==> config.mk <==
export PLATFORM = sky130hd
export DESIGN_NAME = fat_directory_entry_filter_core
export DESIGN_NICKNAME = d
export VERILOG_FILES = /design/src/fdef_pkg.sv /design/src/fdef_cfg_regs.sv /design/src/fdef_entry_scan.sv /design/src/fdef_out_buf.sv /design/src/fat_directory_entry_filter_core.sv
export VERILOG_INCLUDE_DIRS = /design/src /design/src/src
export SDC_FILE = /design/constraint.sdc
export NUM_CORES = 1
export LEC_CHECK = 0
export BUFFER_PORTS_ARGS = -buffer_cell sky130_fd_sc_hd__buf_2
export CORE_ASPECT_RATIO = 1.4
export CORE_MARGIN = 3
export CORE_UTILIZATION = 45
export DETAILED_ROUTE_END_ITERATION = 10
export SLEW_MARGIN = 25
export SYNTH_ARGS = -nofsm -noshare
export SYNTH_HDL_FRONTEND = slang
export SYNTH_SLANG_ARGS = --single-unit
==> constraint.sdc <==
create_clock -name clk_i -period 26.3 [get_ports clk_i]
set_input_delay 1.315 -clock clk_i [delete_from_list [all_inputs] [get_ports clk_i]]
set_output_delay 1.315 -clock clk_i [all_outputs]
set_load 0.005 [all_outputs]
==> src/fat_directory_entry_filter_core_macros.svh <==
// ----------------------------------------------------------------------------
// fat_directory_entry_filter_core_macros
// Assertion shorthands for the FAT directory entry filter.
// ----------------------------------------------------------------------------
`ifndef FAT_DIRECTORY_ENTRY_FILTER_CORE_MACROS_SVH
`define FAT_DIRECTORY_ENTRY_FILTER_CORE_MACROS_SVH

// condition must hold at every clock edge outside reset
`define FDEF_ASSERT_NOW(name, clk, rst_n, ante, cons, msg) \
  name: assert property (@(posedge clk) disable iff (!rst_n) (ante) |-> (cons)) \
    else $error(msg);

// consequence must hold in the cycle after the antecedent
`define FDEF_ASSERT_NEXT(name, clk, rst_n, ante, cons, msg) \
  name: assert property (@(posedge clk) disable iff (!rst_n) (ante) |=> (cons)) \
    else $error(msg);

`endif

==> src/fdef_pkg.sv <==
// ----------------------------------------------------------------------------
// fdef_pkg
// Types and constants shared by the FAT directory entry filter modules.
// ----------------------------------------------------------------------------
`default_nettype none

package fdef_pkg;

  // record limit per scan
  localparam int unsigned MaxFiles = 256;
  localparam int unsigned CntW     = $clog2(MaxFiles + 1);

  localparam int unsigned EntryBytes = 32;
  localparam int unsigned PosW       = $clog2(EntryBytes);

  // byte offsets inside a 32-byte directory entry
  localparam logic [PosW-1:0] PosExtFirst = PosW'(8);
  localparam logic [PosW-1:0] PosAttr     = PosW'(11);
  localparam logic [PosW-1:0] PosClHiLo   = PosW'(20);
  localparam logic [PosW-1:0] PosClHiHi   = PosW'(21);
  localparam logic [PosW-1:0] PosClLoLo   = PosW'(26);
  localparam logic [PosW-1:0] PosClLoHi   = PosW'(27);
  localparam logic [PosW-1:0] PosSizeLo   = PosW'(28);
  localparam logic [PosW-1:0] PosLast     = PosW'(31);

  localparam logic [7:0] DeletedMark = 8'hE5;
  localparam logic [7:0] EndMark     = 8'h00;

  localparam int unsigned SectorShift = 9;  // 512-byte sectors

  localparam logic [23:0] ExtMatchRst  = 24'h424D50;  // "BMP"
  localparam logic [7:0]  AttrMatchRst = 8'h20;

  localparam int unsigned CfgDataW = 24;

  typedef enum logic [0:0] {
    CfgExtMatch  = 1'b0,
    CfgAttrMatch = 1'b1
  } cfg_idx_e;

  typedef struct packed {
    logic [23:0] ext_match;
    logic [7:0]  attr_match;
  } cfg_t;

  typedef struct packed {
    logic [7:0] entry_byte;
    logic       start_scan;
  } in_item_t;

  typedef struct packed {
    logic        record_valid;
    logic        done_res;
    logic [31:0] start_cluster;
    logic [63:0] short_name;
    logic [23:0] length_sectors;
    logic [7:0]  file_index;
  } out_item_t;

  typedef struct packed {
    logic finished;
  } scan_stat_t;

endpackage

`default_nettype wire

==> src/fdef_cfg_regs.sv <==
// ----------------------------------------------------------------------------
// fdef_cfg_regs
// Match registers for extension and attribute, written through a plain port.
// ----------------------------------------------------------------------------
`default_nettype none

module fdef_cfg_regs
  import fdef_pkg::*;
(
  input  wire logic                clk_i,
  input  wire logic                rst_ni,
  input  wire logic                cfg_we_i,
  input  wire cfg_idx_e            cfg_idx_i,
  input  wire logic [CfgDataW-1:0] cfg_data_i,
  output cfg_t                     cfg_o
);

  cfg_t cfg_q, cfg_d;

  always_comb begin
    cfg_d = cfg_q;
    if (cfg_we_i) begin
      unique case (cfg_idx_i)
        CfgExtMatch:  cfg_d.ext_match  = cfg_data_i[23:0];
        CfgAttrMatch: cfg_d.attr_match = cfg_data_i[7:0];
        default:      cfg_d = cfg_q;
      endcase
    end
  end

  always_ff @(posedge clk_i or negedge rst_ni) begin
    if (!rst_ni) begin
      cfg_q.ext_match  <= ExtMatchRst;
      cfg_q.attr_match <= AttrMatchRst;
    end else begin
      cfg_q <= cfg_d;
    end
  end

  assign cfg_o = cfg_q;

endmodule

`default_nettype wire

==> src/fdef_entry_scan.sv <==
// ----------------------------------------------------------------------------
// fdef_entry_scan
// Per-byte entry assembly, filter check and record build.
// ----------------------------------------------------------------------------
`default_nettype none

module fdef_entry_scan
  import fdef_pkg::*;
(
  input  wire logic     clk_i,
  input  wire logic     rst_ni,
  input  wire logic     accept_i,
  input  wire in_item_t item_i,
  input  wire cfg_t     cfg_i,
  output logic          res_valid_o,
  output out_item_t     res_item_o,
  output scan_stat_t    stat_o
);

  logic [PosW-1:0] pos_q, pos_d;
  logic [CntW-1:0] cnt_q, cnt_d;
  logic            fin_q, fin_d;
  logic [63:0]     name_q, name_d;
  logic [23:0]     ext_q, ext_d;
  logic [7:0]      attr_q, attr_d;
  logic [15:0]     cl_hi_q, cl_hi_d;
  logic [15:0]     cl_lo_q, cl_lo_d;
  logic [31:0]     size_q, size_d;

  logic [PosW-1:0] pos_eff;
  logic [CntW-1:0] cnt_eff;
  logic            fin_eff;
  logic [7:0]      b;
  logic            match;

  always_comb begin
    b       = item_i.entry_byte;
    pos_eff = item_i.start_scan ? '0 : pos_q;
    cnt_eff = item_i.start_scan ? '0 : cnt_q;
    fin_eff = item_i.start_scan ? 1'b0 : fin_q;

    pos_d   = pos_q;
    cnt_d   = cnt_q;
    fin_d   = fin_q;
    name_d  = name_q;
    ext_d   = ext_q;
    attr_d  = attr_q;
    cl_hi_d = cl_hi_q;
    cl_lo_d = cl_lo_q;
    size_d  = size_q;
    match   = 1'b0;

    res_valid_o = 1'b0;
    res_item_o  = '0;

    if (accept_i) begin
      pos_d = pos_eff;
      cnt_d = cnt_eff;
      fin_d = fin_eff;
      if (!fin_eff) begin
        pos_d = pos_eff + PosW'(1);
        if (pos_eff == '0 && b == EndMark) begin
          fin_d                = 1'b1;
          res_valid_o          = 1'b1;
          res_item_o.done_res  = 1'b1;
        end else begin
          priority if (pos_eff < PosExtFirst) begin
            name_d = {name_q[55:0], b};
          end else if (pos_eff < PosAttr) begin
            ext_d = {ext_q[15:0], b};
          end else if (pos_eff == PosAttr) begin
            attr_d = b;
          end else if (pos_eff == PosClHiLo) begin
            cl_hi_d[7:0] = b;
          end else if (pos_eff == PosClHiHi) begin
            cl_hi_d[15:8] = b;
          end else if (pos_eff == PosClLoLo) begin
            cl_lo_d[7:0] = b;
          end else if (pos_eff == PosClLoHi) begin
            cl_lo_d[15:8] = b;
          end else if (pos_eff >= PosSizeLo) begin
            size_d[{pos_eff[1:0], 3'b000} +: 8] = b;
          end else begin
            // reserved bytes of the entry are skipped
            size_d = size_q;
          end

          match = (name_d[63:56] != DeletedMark) &&
                  (attr_d == cfg_i.attr_match) &&
                  (ext_d == cfg_i.ext_match);

          if (pos_eff == PosLast && match) begin
            res_valid_o                = 1'b1;
            res_item_o.record_valid    = 1'b1;
            res_item_o.start_cluster   = {cl_hi_d, cl_lo_d};
            res_item_o.short_name      = name_d;
            res_item_o.length_sectors  = {1'b0, size_d[31:SectorShift]} + 24'd1;
            res_item_o.file_index      = 8'(cnt_eff);
            cnt_d                      = cnt_eff + CntW'(1);
            if (cnt_eff == CntW'(MaxFiles - 1)) begin
              fin_d               = 1'b1;
              res_item_o.done_res = 1'b1;
            end
          end
        end
      end
    end
  end

  always_ff @(posedge clk_i or negedge rst_ni) begin
    if (!rst_ni) begin
      pos_q   <= '0;
      cnt_q   <= '0;
      fin_q   <= 1'b0;
      name_q  <= '0;
      ext_q   <= '0;
      attr_q  <= '0;
      cl_hi_q <= '0;
      cl_lo_q <= '0;
      size_q  <= '0;
    end else begin
      pos_q   <= pos_d;
      cnt_q   <= cnt_d;
      fin_q   <= fin_d;
      name_q  <= name_d;
      ext_q   <= ext_d;
      attr_q  <= attr_d;
      cl_hi_q <= cl_hi_d;
      cl_lo_q <= cl_lo_d;
      size_q  <= size_d;
    end
  end

  assign stat_o.finished = fin_q;

endmodule

`default_nettype wire

==> src/fdef_out_buf.sv <==
// ----------------------------------------------------------------------------
// fdef_out_buf
// Two-slot result buffer; space flag depends only on the fill level.
// ----------------------------------------------------------------------------
`default_nettype none

module fdef_out_buf
  import fdef_pkg::*;
(
  input  wire logic      clk_i,
  input  wire logic      rst_ni,
  input  wire logic      push_i,
  input  wire out_item_t push_item_i,
  output logic           space_o,
  output logic           out_valid_o,
  input  wire logic      out_ready_i,
  output out_item_t      out_item_o
);

  out_item_t  slot_q [2];
  logic       wr_ptr_q, rd_ptr_q;
  logic [1:0] level_q, level_d;
  logic       pop;

  assign pop         = out_valid_o && out_ready_i;
  assign out_valid_o = (level_q != 2'd0);
  assign space_o     = (level_q != 2'd2);
  assign out_item_o  = slot_q[rd_ptr_q];

  always_comb begin
    level_d = level_q;
    if (push_i && !pop) begin
      level_d = level_q + 2'd1;
    end else if (!push_i && pop) begin
      level_d = level_q - 2'd1;
    end
  end

  always_ff @(posedge clk_i) begin
    if (push_i) begin
      slot_q[wr_ptr_q] <= push_item_i;
    end
  end

  always_ff @(posedge clk_i or negedge rst_ni) begin
    if (!rst_ni) begin
      wr_ptr_q <= 1'b0;
      rd_ptr_q <= 1'b0;
      level_q  <= 2'd0;
    end else begin
      if (push_i) begin
        wr_ptr_q <= ~wr_ptr_q;
      end
      if (pop) begin
        rd_ptr_q <= ~rd_ptr_q;
      end
      level_q <= level_d;
    end
  end

endmodule

`default_nettype wire

==> src/fat_directory_entry_filter_core.sv <==
// ----------------------------------------------------------------------------
// fat_directory_entry_filter_core
// Scans a FAT directory byte stream and emits records for matching entries.
// ----------------------------------------------------------------------------
//  channel | handshake                 | payload
//  --------+---------------------------+--------------------------
//  in      | in_valid_i / in_ready_o   | in_item_i  (in_item_t)
//  out     | out_valid_o / out_ready_i | out_item_o (out_item_t)
//  cfg     | cfg_we_i                  | cfg_idx_i, cfg_data_i
//
// One byte per cycle while in_ready_o is high. A result shows on out_valid_o the cycle after the byte
// that completes a matching entry (or hits the end marker) is taken, if the buffer was empty.
// Results sit in a two-slot buffer; in_ready_o drops only when both are full.
// Reset loads the default match values and starts scanning at byte 0.
// ----------------------------------------------------------------------------
`default_nettype none

`include "fat_directory_entry_filter_core_macros.svh"

module fat_directory_entry_filter_core
  import fdef_pkg::*;
(
  input  wire logic                clk_i,
  input  wire logic                rst_ni,
  input  wire logic                in_valid_i,
  output logic                     in_ready_o,
  input  wire in_item_t            in_item_i,
  output logic                     out_valid_o,
  input  wire logic                out_ready_i,
  output out_item_t                out_item_o,
  input  wire logic                cfg_we_i,
  input  wire cfg_idx_e            cfg_idx_i,
  input  wire logic [CfgDataW-1:0] cfg_data_i
);

  cfg_t       cfg;
  logic       accept;
  logic       res_valid;
  out_item_t  res_item;
  scan_stat_t stat;

  assign accept = in_valid_i && in_ready_o;

  fdef_cfg_regs u_cfg (
    .clk_i      (clk_i),
    .rst_ni     (rst_ni),
    .cfg_we_i   (cfg_we_i),
    .cfg_idx_i  (cfg_idx_i),
    .cfg_data_i (cfg_data_i),
    .cfg_o      (cfg)
  );

  fdef_entry_scan u_scan (
    .clk_i       (clk_i),
    .rst_ni      (rst_ni),
    .accept_i    (accept),
    .item_i      (in_item_i),
    .cfg_i       (cfg),
    .res_valid_o (res_valid),
    .res_item_o  (res_item),
    .stat_o      (stat)
  );

  fdef_out_buf u_buf (
    .clk_i       (clk_i),
    .rst_ni      (rst_ni),
    .push_i      (res_valid),
    .push_item_i (res_item),
    .space_o     (in_ready_o),
    .out_valid_o (out_valid_o),
    .out_ready_i (out_ready_i),
    .out_item_o  (out_item_o)
  );

  `FDEF_ASSERT_NEXT(a_done_sets_finished, clk_i, rst_ni, res_valid && res_item.done_res, stat.finished, "done result did not finish the scan")
  `FDEF_ASSERT_NEXT(a_finished_sticky, clk_i, rst_ni, stat.finished && !(accept && in_item_i.start_scan), stat.finished, "scan left finished state without a start")
  `FDEF_ASSERT_NEXT(a_pop_frees_slot, clk_i, rst_ni, out_valid_o && out_ready_i && !in_ready_o, in_ready_o, "buffer stayed full after a result was taken")
  `FDEF_ASSERT_NOW(a_result_kind, clk_i, rst_ni, out_valid_o && !out_item_o.record_valid, out_item_o.done_res, "result carries neither record nor done")

endmodule

`default_nettype wire
# --- Yosys cells after proc, flatten, opt, wreduce, memory -nomap -nowiden ---
# Memories as Yosys holds them, arrays and structs flattened.
# Cells that the tools add are included.
classes:
  bitwise_logic: 5
  eq_ne: 19
  reduce_logical: 18
  order_cmp: 3
  addsub: 6
  shift: 2
  n_mux: 66
op_table:
  columns: ["op", "n"]
  rows:
  - ["$mux W130", 3]
  - ["$mux W32", 11]
  - ["$mux W64", 4]
  - ["$mux W128", 1]
  - ["$mux W16", 8]
  - ["$mux W24", 5]
  - ["$mux W8", 12]
  - ["$mux W9", 4]
  - ["$bwmux W32", 1]
  - ["$shift A8 B7 Y32 const A", 1]
  - ["$shiftx A8 B7 Y32", 1]
  - ["$ne A4 B2 Y1 const B", 7]
  - ["$eq A5 B5 Y1 const B", 5]
  - ["$add A23 B1 Y24 const B", 1]
  - ["$eq A24 B24 Y1", 1]
  - ["$mux W1", 13]
  - ["$reduce_and A11 Y1", 1]
  - ["$lt A5 B4 Y1 const B", 2]
  - ["$mux W5", 2]
  - ["$add A9 B1 Y9 const B", 1]
  - ["$eq A9 B8 Y1 const B", 1]
  - ["$eq A8 B8 Y1", 1]
  - ["$logic_and A1 B1 Y1", 8]
  - ["$logic_not A8 Y1", 1]
  - ["other kinds (16)", 24]
totals:
  output_inout_bits: 132
  reg_bits: 211
  input_bits: 39
  mem_count: 1
  mem_bits_rw: 260
memory_table:
  columns: ["memory", "words", "width", "rd", "rd_clocked_by_memory_dff", "wr", "line_no", "source"]
  rows:
  - ["u_buf.slot_q", 2, 130, 1, 0, 1, "fdef_out_buf.sv:20", "out_item_t slot_q [2];"]

# --- Logic depth before layout (Yosys ltp) ---
depth:
  depth_word: 20
  mapped_depth: 20
  ltp_nobuf: 16

# --- Modules after synthesis ---
# Synthesis repeated with hierarchy kept, for this count alone.
hier_totals:
  cells_unflattened: 1640
  area_unflattened_um2: 21642.0
modules_own_cells:
  columns: ["mod", "seq_area_each_um2", "cells_per_inst", "n_inst", "area_each_um2"]
  rows:
  - ["fdef_entry_scan", 4154.0, 1149, 1, 10391.2]
  - ["fdef_out_buf", 7907.6, 421, 1, 9945.8]
  - ["fdef_cfg_regs", 812.0, 69, 1, 1298.7]
  - ["fat_directory_entry_filter_core", 0.0, 1, 1, 6.3]

# --- Worst setup path after synthesis ---
# No wires, ideal clock.
synth_timing:
  path_kind: "input-to-reg"
  startpoint: "input port in_item_i[0] (netlist bit)"
  endpoint: "memory u_buf.slot_q[0][0] (netlist bit), enable pin"
  stages: 16
  n_path_buf: 4
  setup_slack_ps: 12202
  arrival_ps: 13286
  path_cell_list: "buf_2 > clkbuf_1 > inv_1 > nand2_1 > inv_1 > ha_1 > and3b_1 > clkbuf_1 > and2_1 > ha_1 > o221ai_2 > a2111oi_0 > nand4_1 > or2_2 > clkbuf_1 > a211oi_1"
synth_via:
  elab_chain_cells: 18
synth_rtl:
  columns: ["item", "line_no", "source"]
  rows:
  - ["from (decl)", "fat_directory_entry_filter_core.sv:27", "input wire in_item_t in_item_i,"]
  - ["branches (longest 14 deep; another with $lt A5 B4 Y1)", null, null]
  - ["$mux W1 *", "fdef_entry_scan.sv:60", "if (!fin_eff) begin"]
  - ["$mux W1 *", "fdef_entry_scan.sv:56", "if (accept_i) begin"]
  - ["$mux W1 *", "fdef_out_buf.sv:40", "if (push_i) begin"]
  - ["$mux W1 (not written as such) *", "fdef_out_buf.sv:41", "slot_q[wr_ptr_q] <= push_item_i;"]
  - ["to (decl)", "fdef_out_buf.sv:20", null]
# Mark *: on every way between the ends. The select of a mux whose other input is x is not followed.

# --- Final worst setup path ---
layout_timing:
  startpoint: "input port in_item_i[0] (netlist bit)"
  endpoint: "memory u_buf.slot_q[0][64] (netlist bit), enable pin"
# Same word-level chain as after synthesis.

==> metrics <==
status=finished clean; dpl hpwl=33,900 µm; total CTS buffers=46; # rows=93; data arrival time of the worst path=6.52 ns; area share of the largest cell type after synthesis=0.371; CTS tree=yes; post-CTS setup buffer count=0; syn avg cell area=12.3 µm²; area leader, netlist=edfxtp_1; worst min-delay path class=reg2reg; Sequential Area=12,900 µm²; sum of negative setup slack=0 ns; worst-path fanout max=69; FMAX=about 0.16 GHz; Top FF cell, synth=edfxtp_1; initial core utilization=0.456; Syn. warnings=0; Worst Skew=about 0.023 ns; hold_sp=u_scan.size_q[25]; min Tclk post-route=roughly 6.3 ns; FF-to-FF Start=u_scan.pos_q[3]; root buf cell=clkbuf_16; Num Clock Sinks=462; Cell Area, Synth=21,000 µm²; kind of critical path=in2reg; r2r endpoint=u_buf.slot_q[0][64]; Util after Layout=0.518; # DRC=0; Die X=189 µm; Critical Path RT=26.47 ns; worst-skew pair later-pin latency=0.56 ns; CTS Hold Bufs=0; Worst path max stage delay=0.87 ns; sequential cell area fraction in the yosys report=0.612; GRT overflow=0; layout cell share with drive strength beyond 1=0.288; Rel. slew slack=0.325; final number of setup-violating endpoints=0; num ports=171; largest net degree at the start of global routing=88; vias per cell=between 5 and 6; Post-synth EDFFs=260; clock slew at reported path FFs=approximately 0.060 ns; post-synthesis net count=1,760; CP Launch Type=input port; synthesis-to-layout area growth=13.5%; Tcrit/Tclk final=0.241; maximum buffer depth of the clock tree=3; DP Worst Slack=19.36 ns; actual slew at the worst max-slew pin=1.01 ns; Setup crit end kind=register; n_diodes=0; fillers=4,075; drt initial violations=990; WHS=0.478 ns; max-slew violations=0; post-route ant nets=0; gpl congestion=0.889; Top delay family on crit path=simple AND/OR/NAND/NOR gates; Most common cell on crit path=buf_4; Power Dens Cells=85.0 nW/µm²; critical path buffer and inverter count=3; DIE AREA=around 49,000 µm²; Setup WS post-layout=~20 ns; Netlist cell types=66; post_cts resized=0; R2R setup slack=20.43 ns; RSZ-0062 raised after global routing=no; leading cell type in the layout, fill and taps excluded=edfxtp_1; drt pass-1 iters=5; first-pass GRT wire length=79,100 µm; Routed WL=51,300 µm; die height=approximately 260 µm; Hold Path Cell Cnt=2; Yosys reg bits=462; most frequent cells in the layout=260 x edfxtp_1, 255 x mux2_2, 247 x nand2_1; Port Buffers=170; Mapped Cells=1,711; MaxCap Viol Count=0; Slowest-stage cell, CP=or4b_1; worst ir drop on vdd=about 0.000062 V; vias=13,700; Hold Crit Endpoint=u_scan.size_q[25]; top post-synthesis cells by area=edfxtp_1 37%, dfrtp_1 23%, mux2_2 14%; antenna violations before repair=1; CTS HTree Levels=2; vias in the first global route=approximately 14,000; Layout Nets=1,890; WL per Instance=about 21 µm; CP Cell Sequence=buf_2, or4b_1, a2111oi_4, o221ai_2, a2111oi_0, nand4_1, or2_2, a211oi_4, buf_4, buf_4; GRT Total Usage=0.204; Static Leak=0.00956 µW; Async S/R FF share, synth=0.437; multi-input combinational cell area=7620 µm²; Hold Fails Final Rpt=0; core box area=46,100 µm²; Reg2Reg Depth=9
[stage by stage]
step / instances / area (µm²) / power, µW
2_1_floorplan: 1711 / 21000 / 1260
6_report: 2494 / 23900 / 2030
4_1_cts: 2494 / 23900 / 2050
3_3_place_gp: 2410 / 22400 / 1400
3_5_place_dp: 2410 / 22400 / 1410
5_1_grt: 2494 / 23900 / 2130
[synthesized netlist by cell type (4+ instances only)]
cell type / instances
a2111oi_0: 5
a211oi_1: 4
a21boi_0: 5
a21oi_1: 108
a221oi_1: 4
a222oi_1: 6
a22oi_1: 5
a31oi_1: 8
and2_1: 12
and3_1: 15
buf_1: 13
buf_2: 8
buf_6: 4
clkbuf_1: 84
dfrtp_1: 193
dfstp_2: 9
edfxtp_1: 260
ha_1: 10
inv_1: 32
mux2_2: 255
mux2i_1: 23
nand2_1: 247
nand2b_1: 6
nand3_1: 24
nand4_1: 18
nor2_1: 92
nor2b_1: 18
nor3_1: 18
nor3b_1: 9
nor4_1: 12
o21ai_0: 81
o22ai_1: 6
or2_2: 5
or3_1: 4
or4_1: 4
xnor2_1: 18
xor2_1: 34
[cell families (layout without fill, tap and decap cells)]
family	count (synthesis)	count (layout)	synth area share
and+or+nand+nor	507	507	0.113
DFF	462	462	0.612
muxes	278	278	0.148
AOI/OAI and AO/OA	258	258	0.0721
buffers and inverters	144	310	0.0276
xor gates and xnor gates	52	52	0.0217
adders and majority gates	10	10	0.00595
[flip-flops by register name, summed over array words and instances, names as in the netlist]
signal,count
u_buf.slot_q,260
u_scan.name_q,64
u_cfg.cfg_o,32
u_scan.ext_q,24
u_scan.size_q,23
u_scan.cl_hi_q,16
u_scan.cl_lo_q,16
u_scan.cnt_q,9
u_scan.attr_q,8
u_scan.pos_q,5
u_buf.level_q,2
u_buf.rd_ptr_q,1
u_buf.wr_ptr_q,1
u_scan.stat_o,1
[layer usage]
layer  global-route usage  share of wire  wire [µm]
met2                0.376           0.53      27300
met3               0.0272          0.038       1930
met5                    0        0.00025         13
met1                0.251           0.40      20600
met4               0.0621          0.028       1440
[tightest hold or removal path, delay by kind of cell, from the launching register on]
family	cells	cell delay [ns]
DFF	1	0.33
AOI/OAI and AO/OA	1	0.06
and+or+nand+nor	1	0.04
[power by group]
part	total, µW	internal (µW)	switching (µW)
sequential	961	843	117
clock	635	363	272
combinational	433	205	228
[cell type report]
cell class	instances	area share
clock buffers	65	0.0542
flip-flops and latches	462	0.540
repair buffers	191	0.0426
well taps	617	0.0323
clock inverters	19	0.00645
inverters	35	0.00550
multi-input cells	1105	0.319
[worst max-delay path by stage]
stage / startpoint / cells past startpoint / to / slack, ns
4_1_cts: in_item_i[0] / 10 / u_buf.slot_q[0][2] / 19.96
2_1_floorplan: in_item_i[0] / 16 / u_buf.slot_q[0][0] / 12.20
5_1_grt: in_item_i[0] / 13 / u_buf.slot_q[0][64] / 19.61
6_report: in_item_i[0] / 10 / u_buf.slot_q[0][64] / 19.95
3_5_place_dp: in_item_i[0] / 10 / u_buf.slot_q[0][46] / 19.36
3_3_place_gp: in_item_i[0] / 10 / u_buf.slot_q[1][46] / 19.51
Note: power is estimated with default switching activity, not from simulation.
